<file path="src/rtl/i2crm_pkg.sv">
`default_nettype none

package i2crm_pkg;

  // Bus commands carried by an input item
  typedef enum logic [1:0] {
    CMD_NONE       = 2'd0,
    CMD_WRITE_BYTE = 2'd1,
    CMD_READ_BYTE  = 2'd2,
    CMD_READ_WORD  = 2'd3
  } cmd_e;

  // Configuration register indexes
  typedef enum logic {
    CFG_DEVICE_ADDRESS  = 1'b0,
    CFG_TICKS_PER_PHASE = 1'b1
  } cfg_reg_e;

  // Line sequencer steps
  typedef enum logic [3:0] {
    ST_IDLE, ST_START, ST_TXL, ST_TXH, ST_RSA, ST_RSB, ST_RSC,
    ST_RXL, ST_RXH, ST_PA, ST_PB, ST_PC
  } step_e;

  // Transaction program tokens
  typedef enum logic [3:0] {
    TK_START, TK_TXW, TK_TXREG, TK_TXDATA, TK_RSTART, TK_TXR, TK_RX,
    TK_STOP, TK_TXREG2, TK_RX2
  } token_e;

  localparam int unsigned StageW = 4;
  typedef logic [StageW-1:0] stage_t;
  typedef logic [StageW:0]   stage_cnt_t;

  localparam logic [6:0] DEV_ADDR_RESET = 7'd104;
  localparam logic [7:0] TPP_RESET      = 8'd5;

  typedef struct packed {
    cmd_e       command;
    logic [7:0] register_address;
    logic [7:0] write_data;
    logic       sda_sample;
  } in_item_t;

  typedef struct packed {
    logic        scl_level;
    logic        sda_level;
    logic        sda_drive;
    logic        busy_res;
    logic        done_res;
    logic [15:0] read_data;
    logic        nack_seen;
  } out_item_t;

  // What starting a token does to the sequencer
  typedef struct packed {
    step_e      step;
    logic       load;
    logic [7:0] shift;
  } tok_start_t;

  function automatic stage_cnt_t prog_len(cmd_e c);
    stage_cnt_t n;
    case (c)
      CMD_WRITE_BYTE: n = 5'd5;
      CMD_READ_BYTE:  n = 5'd7;
      CMD_READ_WORD:  n = 5'd14;
      default:        n = 5'd0;
    endcase
    return n;
  endfunction

  function automatic token_e cur_token(cmd_e c, stage_t s);
    token_e t;
    t = TK_STOP;
    if ({1'b0, s} < prog_len(c)) begin
      case (s)
        4'd0:    t = TK_START;
        4'd1:    t = TK_TXW;
        4'd2:    t = TK_TXREG;
        4'd3:    t = (c == CMD_WRITE_BYTE) ? TK_TXDATA : TK_RSTART;
        4'd4:    t = (c == CMD_WRITE_BYTE) ? TK_STOP : TK_TXR;
        4'd5:    t = TK_RX;
        4'd7:    t = TK_START;
        4'd8:    t = TK_TXW;
        4'd9:    t = TK_TXREG2;
        4'd10:   t = TK_RSTART;
        4'd11:   t = TK_TXR;
        4'd12:   t = TK_RX2;
        default: t = TK_STOP;
      endcase
    end
    return t;
  endfunction

  function automatic tok_start_t tok_begin(token_e t, logic [6:0] dev,
                                           logic [7:0] reg_addr, logic [7:0] wbyte);
    tok_start_t r;
    r.load  = 1'b0;
    r.shift = 8'h00;
    case (t)
      TK_START:  r.step = ST_START;
      TK_TXW: begin
        r.step = ST_TXL; r.load = 1'b1; r.shift = {dev, 1'b0};
      end
      TK_TXR: begin
        r.step = ST_TXL; r.load = 1'b1; r.shift = {dev, 1'b1};
      end
      TK_TXREG: begin
        r.step = ST_TXL; r.load = 1'b1; r.shift = reg_addr;
      end
      TK_TXREG2: begin
        r.step = ST_TXL; r.load = 1'b1; r.shift = reg_addr + 8'd1;
      end
      TK_TXDATA: begin
        r.step = ST_TXL; r.load = 1'b1; r.shift = wbyte;
      end
      TK_RSTART: r.step = ST_RSA;
      TK_RX, TK_RX2: begin
        r.step = ST_RXL; r.load = 1'b1;
      end
      default:   r.step = ST_PA;
    endcase
    return r;
  endfunction

endpackage

`default_nettype wire

</file>
<file path="src/rtl/i2c_register_master.sv">
`default_nettype none

// Channel   | Direction | Handshake               | Payload
// ----------+-----------+-------------------------+---------------------------
// in        | input     | in_valid_i / in_ready_o | in_item_i  (in_item_t)
// out       | output    | out_valid_o/ out_ready_i| out_item_o (out_item_t)
// cfg       | input     | cfg_we_i (no wait)      | cfg_index_i, cfg_data_i
//
// Each item is one bus tick; it is turned into one registered result item, so one item
// per clock is sustained while results are taken. The result sits in one output register.
// in_ready_o is low only while that register holds an untaken result.
// Reset: idle, lines high and driven, address 104, 5 ticks per phase.
// Sequencer state advances only when an item is accepted.

module i2c_register_master
  import i2crm_pkg::*;
(
  input  wire logic      clk_i,
  input  wire logic      rst_ni,
  input  wire logic      in_valid_i,
  output logic           in_ready_o,
  input  wire in_item_t  in_item_i,
  output logic           out_valid_o,
  input  wire logic      out_ready_i,
  output out_item_t      out_item_o,
  input  wire logic      cfg_we_i,
  input  wire cfg_reg_e  cfg_index_i,
  input  wire logic [7:0] cfg_data_i
);

  // configuration
  logic [6:0] dev_q;
  logic [7:0] tpp_q;

  // sequencer state
  step_e       step_q, step_a, step_d;
  stage_t      stage_q, stage_a, stage_d;
  logic [7:0]  phase_q, phase_a, phase_d;
  logic [3:0]  bit_q, bit_a, bit_d;
  logic [7:0]  shift_q, shift_a, shift_d;
  cmd_e        hcmd_q, hcmd_a;
  logic [7:0]  hreg_q, hreg_a;
  logic [7:0]  hwb_q, hwb_a;
  logic [15:0] word_q, word_d;
  logic        ack_q, ack_a, ack_d;

  logic        out_valid_q;
  out_item_t   out_q, res;

  logic        in_fire;
  logic        latch;
  tok_start_t  tb_first, tb_nx;
  stage_cnt_t  stage_inc;
  logic        fin;
  logic        phase_end;
  logic [7:0]  tpp_eff;
  logic [3:0]  bit_rev;
  logic        scl, sda, drv;
  logic        done;

  assign in_ready_o  = !out_valid_q || out_ready_i;
  assign in_fire     = in_valid_i && in_ready_o;
  assign out_valid_o = out_valid_q;
  assign out_item_o  = out_q;

  // command latch: a command is taken only while idle
  assign latch    = (step_q == ST_IDLE) && (in_item_i.command != CMD_NONE);
  assign tb_first = tok_begin(cur_token(in_item_i.command, '0), dev_q,
                              in_item_i.register_address, in_item_i.write_data);

  always_comb begin
    step_a  = step_q;
    stage_a = stage_q;
    phase_a = phase_q;
    bit_a   = bit_q;
    shift_a = shift_q;
    hcmd_a  = hcmd_q;
    hreg_a  = hreg_q;
    hwb_a   = hwb_q;
    ack_a   = ack_q;
    if (latch) begin
      hcmd_a  = in_item_i.command;
      hreg_a  = in_item_i.register_address;
      hwb_a   = in_item_i.write_data;
      ack_a   = 1'b0;
      stage_a = '0;
      phase_a = '0;
      bit_a   = '0;
      step_a  = tb_first.step;
      if (tb_first.load) shift_a = tb_first.shift;
    end
  end

  // end of token: move on to the next program token or finish
  assign stage_inc = {1'b0, stage_a} + stage_cnt_t'(1);
  assign fin       = stage_inc >= prog_len(hcmd_a);
  assign tb_nx     = tok_begin(cur_token(hcmd_a, stage_inc[StageW-1:0]), dev_q,
                               hreg_a, hwb_a);

  assign tpp_eff   = (tpp_q == 8'd0) ? 8'd1 : tpp_q;
  assign phase_end = ({1'b0, phase_a} + 9'd1) >= {1'b0, tpp_eff};

  // next state
  always_comb begin
    logic end_tok;
    end_tok = 1'b0;
    step_d  = step_a;
    stage_d = stage_a;
    phase_d = phase_a;
    bit_d   = bit_a;
    shift_d = shift_a;
    word_d  = word_q;
    ack_d   = ack_a;
    if (step_a != ST_IDLE) begin
      if (phase_end) begin
        phase_d = '0;
        case (step_a)
          ST_TXL: step_d = ST_TXH;
          ST_TXH: begin
            if (bit_a >= 4'd8) begin
              if (in_item_i.sda_sample) ack_d = 1'b1;
              end_tok = 1'b1;
            end else begin
              bit_d  = bit_a + 4'd1;
              step_d = ST_TXL;
            end
          end
          ST_RSA: step_d = ST_RSB;
          ST_RSB: step_d = ST_RSC;
          ST_RXL: step_d = ST_RXH;
          ST_RXH: begin
            if (bit_a < 4'd8) begin
              shift_d = {shift_a[6:0], in_item_i.sda_sample};
              bit_d   = bit_a + 4'd1;
              step_d  = ST_RXL;
            end else begin
              if (cur_token(hcmd_a, stage_a) == TK_RX2)
                word_d = {word_q[7:0], shift_a};
              else
                word_d = {8'h00, shift_a};
              end_tok = 1'b1;
            end
          end
          ST_PA: step_d = ST_PB;
          ST_PB: step_d = ST_PC;
          default: end_tok = 1'b1;  // START, RSC, PC
        endcase
        if (end_tok) begin
          bit_d = '0;
          if (fin) begin
            step_d  = ST_IDLE;
            stage_d = '0;
          end else begin
            stage_d = stage_inc[StageW-1:0];
            step_d  = tb_nx.step;
            if (tb_nx.load) shift_d = tb_nx.shift;
          end
        end
      end else begin
        phase_d = phase_a + 8'd1;
      end
    end
    done = end_tok && fin;
  end

  // line levels for this tick, from the step after any command latch
  assign bit_rev = 4'd7 - bit_a;

  always_comb begin
    scl = 1'b1;
    sda = 1'b1;
    drv = 1'b1;
    case (step_a)
      ST_START: sda = 1'b0;
      ST_TXL, ST_TXH: begin
        scl = (step_a == ST_TXH);
        if (bit_a < 4'd8) begin
          sda = shift_a[bit_rev[2:0]];
        end else begin
          drv = 1'b0;  // slave ACK slot
        end
      end
      ST_RSA: scl = 1'b0;
      ST_RSB: ;
      ST_RSC: sda = 1'b0;
      ST_RXL, ST_RXH: begin
        scl = (step_a == ST_RXH);
        drv = (bit_a >= 4'd8);  // master NACK after the data bits
      end
      ST_PA: begin
        scl = 1'b0; sda = 1'b0;
      end
      ST_PB: sda = 1'b0;
      default: ;
    endcase
  end

  always_comb begin
    res.scl_level = scl;
    res.sda_level = sda;
    res.sda_drive = drv;
    res.busy_res  = (step_a != ST_IDLE);
    res.done_res  = done;
    res.read_data = word_d;
    res.nack_seen = ack_d;
  end

  always_ff @(posedge clk_i or negedge rst_ni) begin
    if (!rst_ni) begin
      dev_q       <= DEV_ADDR_RESET;
      tpp_q       <= TPP_RESET;
      step_q      <= ST_IDLE;
      stage_q     <= '0;
      phase_q     <= '0;
      bit_q       <= '0;
      shift_q     <= '0;
      hcmd_q      <= CMD_NONE;
      hreg_q      <= '0;
      hwb_q       <= '0;
      word_q      <= '0;
      ack_q       <= 1'b0;
      out_valid_q <= 1'b0;
    end else begin
      if (cfg_we_i) begin
        case (cfg_index_i)
          CFG_DEVICE_ADDRESS:  dev_q <= cfg_data_i[6:0];
          CFG_TICKS_PER_PHASE: tpp_q <= cfg_data_i;
          default: ;
        endcase
      end
      if (in_fire) begin
        step_q  <= step_d;
        stage_q <= stage_d;
        phase_q <= phase_d;
        bit_q   <= bit_d;
        shift_q <= shift_d;
        hcmd_q  <= hcmd_a;
        hreg_q  <= hreg_a;
        hwb_q   <= hwb_a;
        word_q  <= word_d;
        ack_q   <= ack_d;
        out_valid_q <= 1'b1;
      end else if (out_ready_i) begin
        out_valid_q <= 1'b0;
      end
    end
  end

  always_ff @(posedge clk_i) begin
    if (in_fire) out_q <= res;
  end

  // a stalled result freezes the sequencer
  a_stall_hold: assert property (@(posedge clk_i) disable iff (!rst_ni)
    out_valid_q && !out_ready_i |=> $stable(step_q) && $stable(phase_q))
    else $error("sequencer moved while result stalled");

  a_busy_cmd: assert property (@(posedge clk_i) disable iff (!rst_ni)
    step_q != ST_IDLE |-> hcmd_q != CMD_NONE)
    else $error("busy without a held command");

  a_bit_range: assert property (@(posedge clk_i) disable iff (!rst_ni)
    bit_q <= 4'd8)
    else $error("bit counter out of range");

  a_done_busy: assert property (@(posedge clk_i) disable iff (!rst_ni)
    out_valid_q && out_q.done_res |-> out_q.busy_res && step_q == ST_IDLE)
    else $error("done without finishing the transaction");

  a_idle_lines: assert property (@(posedge clk_i) disable iff (!rst_ni)
    out_valid_q && !out_q.busy_res |-> out_q.scl_level && out_q.sda_level
                                       && out_q.sda_drive)
    else $error("idle lines not released high");

endmodule

`default_nettype wire

</file>
<file path="config.mk">
export PLATFORM = sky130hd
export DESIGN_NAME = i2c_register_master
export DESIGN_NICKNAME = d
export VERILOG_FILES = /design/src/rtl/i2crm_pkg.sv /design/src/rtl/i2c_register_master.sv
export SDC_FILE = /design/constraint.sdc
export NUM_CORES = 1
export LEC_CHECK = 0
export ABC_AREA = 1
export BUFFER_PORTS_ARGS = -buffer_cell sky130_fd_sc_hd__buf_2
export CAP_MARGIN = 20
export CORE_ASPECT_RATIO = 0.6
export CORE_MARGIN = 2
export CORE_UTILIZATION = 49
export CTS_BUF_LIST = sky130_fd_sc_hd__clkbuf_4
export DETAILED_ROUTE_END_ITERATION = 10
export GPL_ROUTABILITY_DRIVEN = 1
export PLACE_DENSITY = 0.7
export RECOVER_POWER = 50
export SYNTH_ARGS = -nofsm -noshare
export SYNTH_HDL_FRONTEND = slang
export SYNTH_SLANG_ARGS = --single-unit
</file>
<file path="constraint.sdc">
create_clock -name clk_i -period 3.9 [get_ports clk_i]
set_clock_uncertainty 0.15 [all_clocks]
set_input_delay 0.78 -clock clk_i [delete_from_list [all_inputs] [get_ports clk_i]]
set_output_delay 0.78 -clock clk_i [all_outputs]
set_load 0.02 [all_outputs]
</file>
==> impl_results.rst <==
.. list-table::
   :header-rows: 1

   * - Metric
     - Value
   * - Status
     - finished with violations
   * - Violations in the final reports
     - capacitance limit, slew limit
   * - GRT busiest layer
     - met1
   * - Final critical-path setup slack
     - 337 ps
   * - Average size of a mapped cell
     - 7.36 um2
   * - Port Buf Inserts
     - 56
   * - Number of DRC violations after detailed-routing iteration 0
     - 472
   * - FF-to-FF path depth
     - 23
   * - Net count after synthesis
     - 958
   * - Number of instances on the worst hold path
     - 2
   * - Power per cell area
     - 927 mW/mm2
   * - Synthesized area
     - 0.00661 mm2
   * - Tightest Hold Check Type
     - reg -> reg
   * - Worst path bufs/invs
     - 8
   * - Cell leakage power
     - 4.00 nW
   * - Antenna violation net count after detailed routing
     - 0
   * - Placed cell count
     - 1,166
   * - Minimum hold slack
     - 350 ps
   * - Diodes inserted
     - 0
   * - DRC violations left
     - 0
   * - Worst hold endpoint
     - ack_q$_DFFE_PN0P_
   * - Met1 track utilization from global routing
     - 39.2%
   * - Count of TritonRoute iterations in the first routing pass
     - 5
   * - Most frequent standard cell in the layout excluding fill and tap cells
     - sky130_fd_sc_hd__nand2_1
   * - Chain of cells forming the critical path
     - nor2_4, nand3_4, buf_4, a21oi_2, inv_1, ha_1, inv_1, ha_1, nand2_1, inv_2, nand2_1, nand2_2, inv_4, nand4_2, nor2_1, inv_1, nand2_1, buf_4, nand2_2, nand3_1, nand3_1, nand2_1, inv_1
   * - Total number of vias
     - 6,098
   * - TritonCTS clock tree
     - done
   * - Net count, final
     - 1,068
   * - GR Util met3
     - 5.26%
   * - CTS H-tree depth
     - 3
   * - Worst Path Max Fanout
     - 8
   * - Highest-delay cell along the critical path
     - sky130_fd_sc_hd__dfrtp_1
   * - Top-level I/O count
     - 57
   * - Remaining global-route overflow
     - 0
   * - Area share of xor/xnor cells in the synthesized design
     - 1.32%
   * - Number of sinks driven by the clock tree
     - 101
   * - Area of the core
     - 0.0130 mm2
   * - Fraction of the cycle the final worst path needs
     - 91.4%
   * - Horizontal die dimension
     - 154 um
   * - Portion of synthesized cell area occupied by the leading cell type
     - 28.0%
   * - Most frequently used flop master after synthesis
     - sky130_fd_sc_hd__dfrtp_1
   * - Global-route wire length before repair
     - 28.8 mm
   * - Placed cell area
     - 0.00757 mm2
   * - Leading cell types in the layout, fill and taps excluded
     - sky130_fd_sc_hd__nand2_1, sky130_fd_sc_hd__inv_1, sky130_fd_sc_hd__o21ai_0, sky130_fd_sc_hd__dfrtp_1, sky130_fd_sc_hd__buf_4
   * - Delay-heaviest family, CP
     - simple AND/OR/NAND/NOR gates
   * - IR Drop Worst-Case VDD
     - 0.430 mV
   * - Final cell count without fillers
     - 1,183
   * - Post-DP HPWL
     - 12.8 mm
   * - Origin of the worst min-delay path
     - ack_q$_DFFE_PN0P_
   * - Reported max-cap violation count
     - 1
   * - Met2 usage in global routing
     - 36.5%
   * - Post-CTS setup buffers
     - 0
   * - Adder and majority gate portion of the synthesized area
     - 5.11%
   * - Wirelength per Cell
     - 14.4 um
   * - Overall die area
     - 0.0145 mm2
   * - Average via count per standard cell
     - 5.15
   * - Maximum buffer depth of the clock tree
     - 2
   * - Largest cells by area after synthesis
     - sky130_fd_sc_hd__dfrtp_1, sky130_fd_sc_hd__nand2_1, sky130_fd_sc_hd__edfxtp_1
   * - Worst rel slew slack
     - -26.0%
   * - GRT Util Overall
     - 25.2%
   * - Required time of the critical path
     - 4140 ps
   * - Share of cell area taken by muxes after synthesis
     - 0%
   * - Synth unique cells
     - 49
   * - Number of flops mapped to enable cells by yosys
     - 22
   * - Max Clk Rate
     - 0.281 GHz
   * - Clock buffer count from CTS
     - 9
   * - Area fraction in compound gates after synthesis
     - 13.3%
   * - Post-route cell area
     - 0.00773 mm2
   * - Simple-gate area share of the yosys netlist
     - 30.4%
   * - Latest clock arrival within the worst-skew pair
     - 500 ps
   * - Final count of hold timing violations
     - 0
   * - Worst Setup End Kind
     - register
   * - Register bit count reported by yosys
     - 101
   * - Synthesized instance count
     - 898
   * - Yosys top cell by area
     - sky130_fd_sc_hd__dfrtp_1
   * - Clock transition at path regs
     - 170 ps
   * - Vias in the first global route
     - 5,649
   * - CP Data Arrival Time
     - 3800 ps
   * - Area grow syn2layout
     - 16.9%
   * - Post-cts resize count
     - 0
   * - Die Span Y
     - 94.0 um
   * - Largest net degree at the start of global routing
     - 83
   * - Quantity of hold-fixing buffers added after cts
     - 0
   * - Slack of the worst reg-to-reg path
     - 340 ps
   * - Crit path time final
     - 3560 ps
   * - Yosys warns
     - 0
   * - Stage delay of the slowest cell on the critical path
     - 490 ps
   * - Transition time at the pin with the least slew margin
     - 1890 ps
   * - Pins over their slew limit
     - 74
   * - FF-to-FF Start
     - step_q[0]$_DFFE_PN0P_
   * - Combinational family with the most area after synthesis
     - simple AND/OR/NAND/NOR gates
   * - Ys async rst share
     - 78.2%
   * - Detailed-route wire length
     - 17.1 mm
   * - Filler cell count in the final layout
     - 1,202
   * - Final setup violation count
     - 0
   * - Critical path type
     - reg -> reg
   * - Root buffer cell
     - sky130_fd_sc_hd__clkbuf_4
   * - Post-place setup slack
     - -45.0 ps
   * - Fraction of final layout cells with drive strength greater than 1
     - 20.2%
   * - Number of rows in the core area
     - 32
   * - FF-to-FF End
     - shift_q[7]$_DFFE_PN0P_
   * - Sequential fraction of the synthesis area
     - 40.0%
   * - Effective utilization at floorplan
     - 50.8%
   * - Number of antenna violations at the first check in global routing
     - 0
   * - Critical path startpoint category
     - register
   * - Gpl congestion
     - 0.970
   * - Setup crit start
     - step_q[0]$_DFFE_PN0P_
   * - Unrepaired setup endpoints after global routing
     - no
## synth_stat cells (2+ instances only)
| master | count |
|---|---|
| sky130_fd_sc_hd__a21oi_1 | 27 |
| sky130_fd_sc_hd__a21oi_2 | 2 |
| sky130_fd_sc_hd__a221oi_1 | 2 |
| sky130_fd_sc_hd__a31oi_1 | 2 |
| sky130_fd_sc_hd__buf_1 | 5 |
| sky130_fd_sc_hd__buf_2 | 8 |
| sky130_fd_sc_hd__clkbuf_1 | 12 |
| sky130_fd_sc_hd__dfrtp_1 | 74 |
| sky130_fd_sc_hd__dfstp_2 | 5 |
| sky130_fd_sc_hd__edfxtp_1 | 22 |
| sky130_fd_sc_hd__ha_1 | 27 |
| sky130_fd_sc_hd__inv_1 | 137 |
| sky130_fd_sc_hd__inv_2 | 4 |
| sky130_fd_sc_hd__nand2_1 | 249 |
| sky130_fd_sc_hd__nand2_2 | 9 |
| sky130_fd_sc_hd__nand2_4 | 4 |
| sky130_fd_sc_hd__nand3_1 | 62 |
| sky130_fd_sc_hd__nand3_2 | 3 |
| sky130_fd_sc_hd__nand3_4 | 3 |
| sky130_fd_sc_hd__nand3b_1 | 3 |
| sky130_fd_sc_hd__nand4_1 | 9 |
| sky130_fd_sc_hd__nand4_2 | 5 |
| sky130_fd_sc_hd__nor2_1 | 55 |
| sky130_fd_sc_hd__nor2_2 | 12 |
| sky130_fd_sc_hd__nor2_4 | 6 |
| sky130_fd_sc_hd__nor3_1 | 7 |
| sky130_fd_sc_hd__o211ai_1 | 2 |
| sky130_fd_sc_hd__o21ai_0 | 98 |
| sky130_fd_sc_hd__o21ai_1 | 11 |
| sky130_fd_sc_hd__o21bai_1 | 2 |
| sky130_fd_sc_hd__o22ai_1 | 4 |
| sky130_fd_sc_hd__o31ai_1 | 2 |
| sky130_fd_sc_hd__xor2_1 | 9 |
## logic make-up after synthesis
kind of cell | Yosys count
compound gates | 159
fa+ha+maj | 27
buf+inv | 168
flops | 101
simple gates | 433
xor+xnor | 10
## layer usage
metal / up-vias / wire length [um]
li1: 3125 / -
met1: 2782 / 9200
met2: 179 / 6670
met3: 12 / 1100
met4: 0 / 80
met5: - / 0
## flip-flops by register name, indices dropped and copies added, names as in the netlist, 4 cells and up
| register | flops |
|---|---|
| word_q | 16 |
| dev_q | 7 |
| bit_q | 4 |
| phase_q | 8 |
| step_q | 4 |
| stage_q | 4 |
| out_item_o | 22 |
| shift_q | 8 |
| tpp_q | 8 |
| hwb_q | 8 |
| hreg_q | 8 |
## through the flow
stage / setup TNS (ps) / power [mW] / utilization, %
after floorplan: 0 / 4.79 / -
after global placement: 0 / 6.41 / 58.1
after detailed placement: -199 / 6.46 / 58.1
after CTS: 0 / 7.11 / 59.3
after global routing: 0 / 7.84 / 59.4
final: 0 / 7.16 / 59.4
## how the worst max path moves through the flow
stage                                   to  slack (ps)  cells past startpoint
floorplan           word_q[15]$_DFFE_PN0P_           6                     24
global placement    shift_q[7]$_DFFE_PN0P_          50                     25
detailed placement  word_q[13]$_DFFE_PN0P_         -40                     22
CTS                 shift_q[7]$_DFFE_PN0P_         260                     23
global route        word_q[13]$_DFFE_PN0P_          30                     20
finish              shift_q[7]$_DFFE_PN0P_         340                     23
## layout make-up
cell class / count / area [um2] / area share (%)
multi-input cells: 629 / 3370 / 43.5
flip-flops and latches: 101 / 2640 / 34.2
clock inverters: 7 / 88.8 / 1.15
clock buffers: 9 / 67.6 / 0.874
well taps: 170 / 213 / 2.75
inverters: 142 / 536 / 6.93
repair buffers: 125 / 816 / 10.6
## power breakdown
part	total (mW)	internal, mW	switching, mW
Sequential	1.58	1.38	0.197
Combinational	4.96	1.95	3.01
Clock	0.626	0.214	0.412
Total	7.16	3.55	3.62
## worst min-delay path: stages (launching register included)
cell and delay (ps):
sky130_fd_sc_hd__dfrtp_1 370, sky130_fd_sc_hd__nand2_1 50, sky130_fd_sc_hd__nand2_1 50
Note: power is estimated with default switching activity, not from simulation.
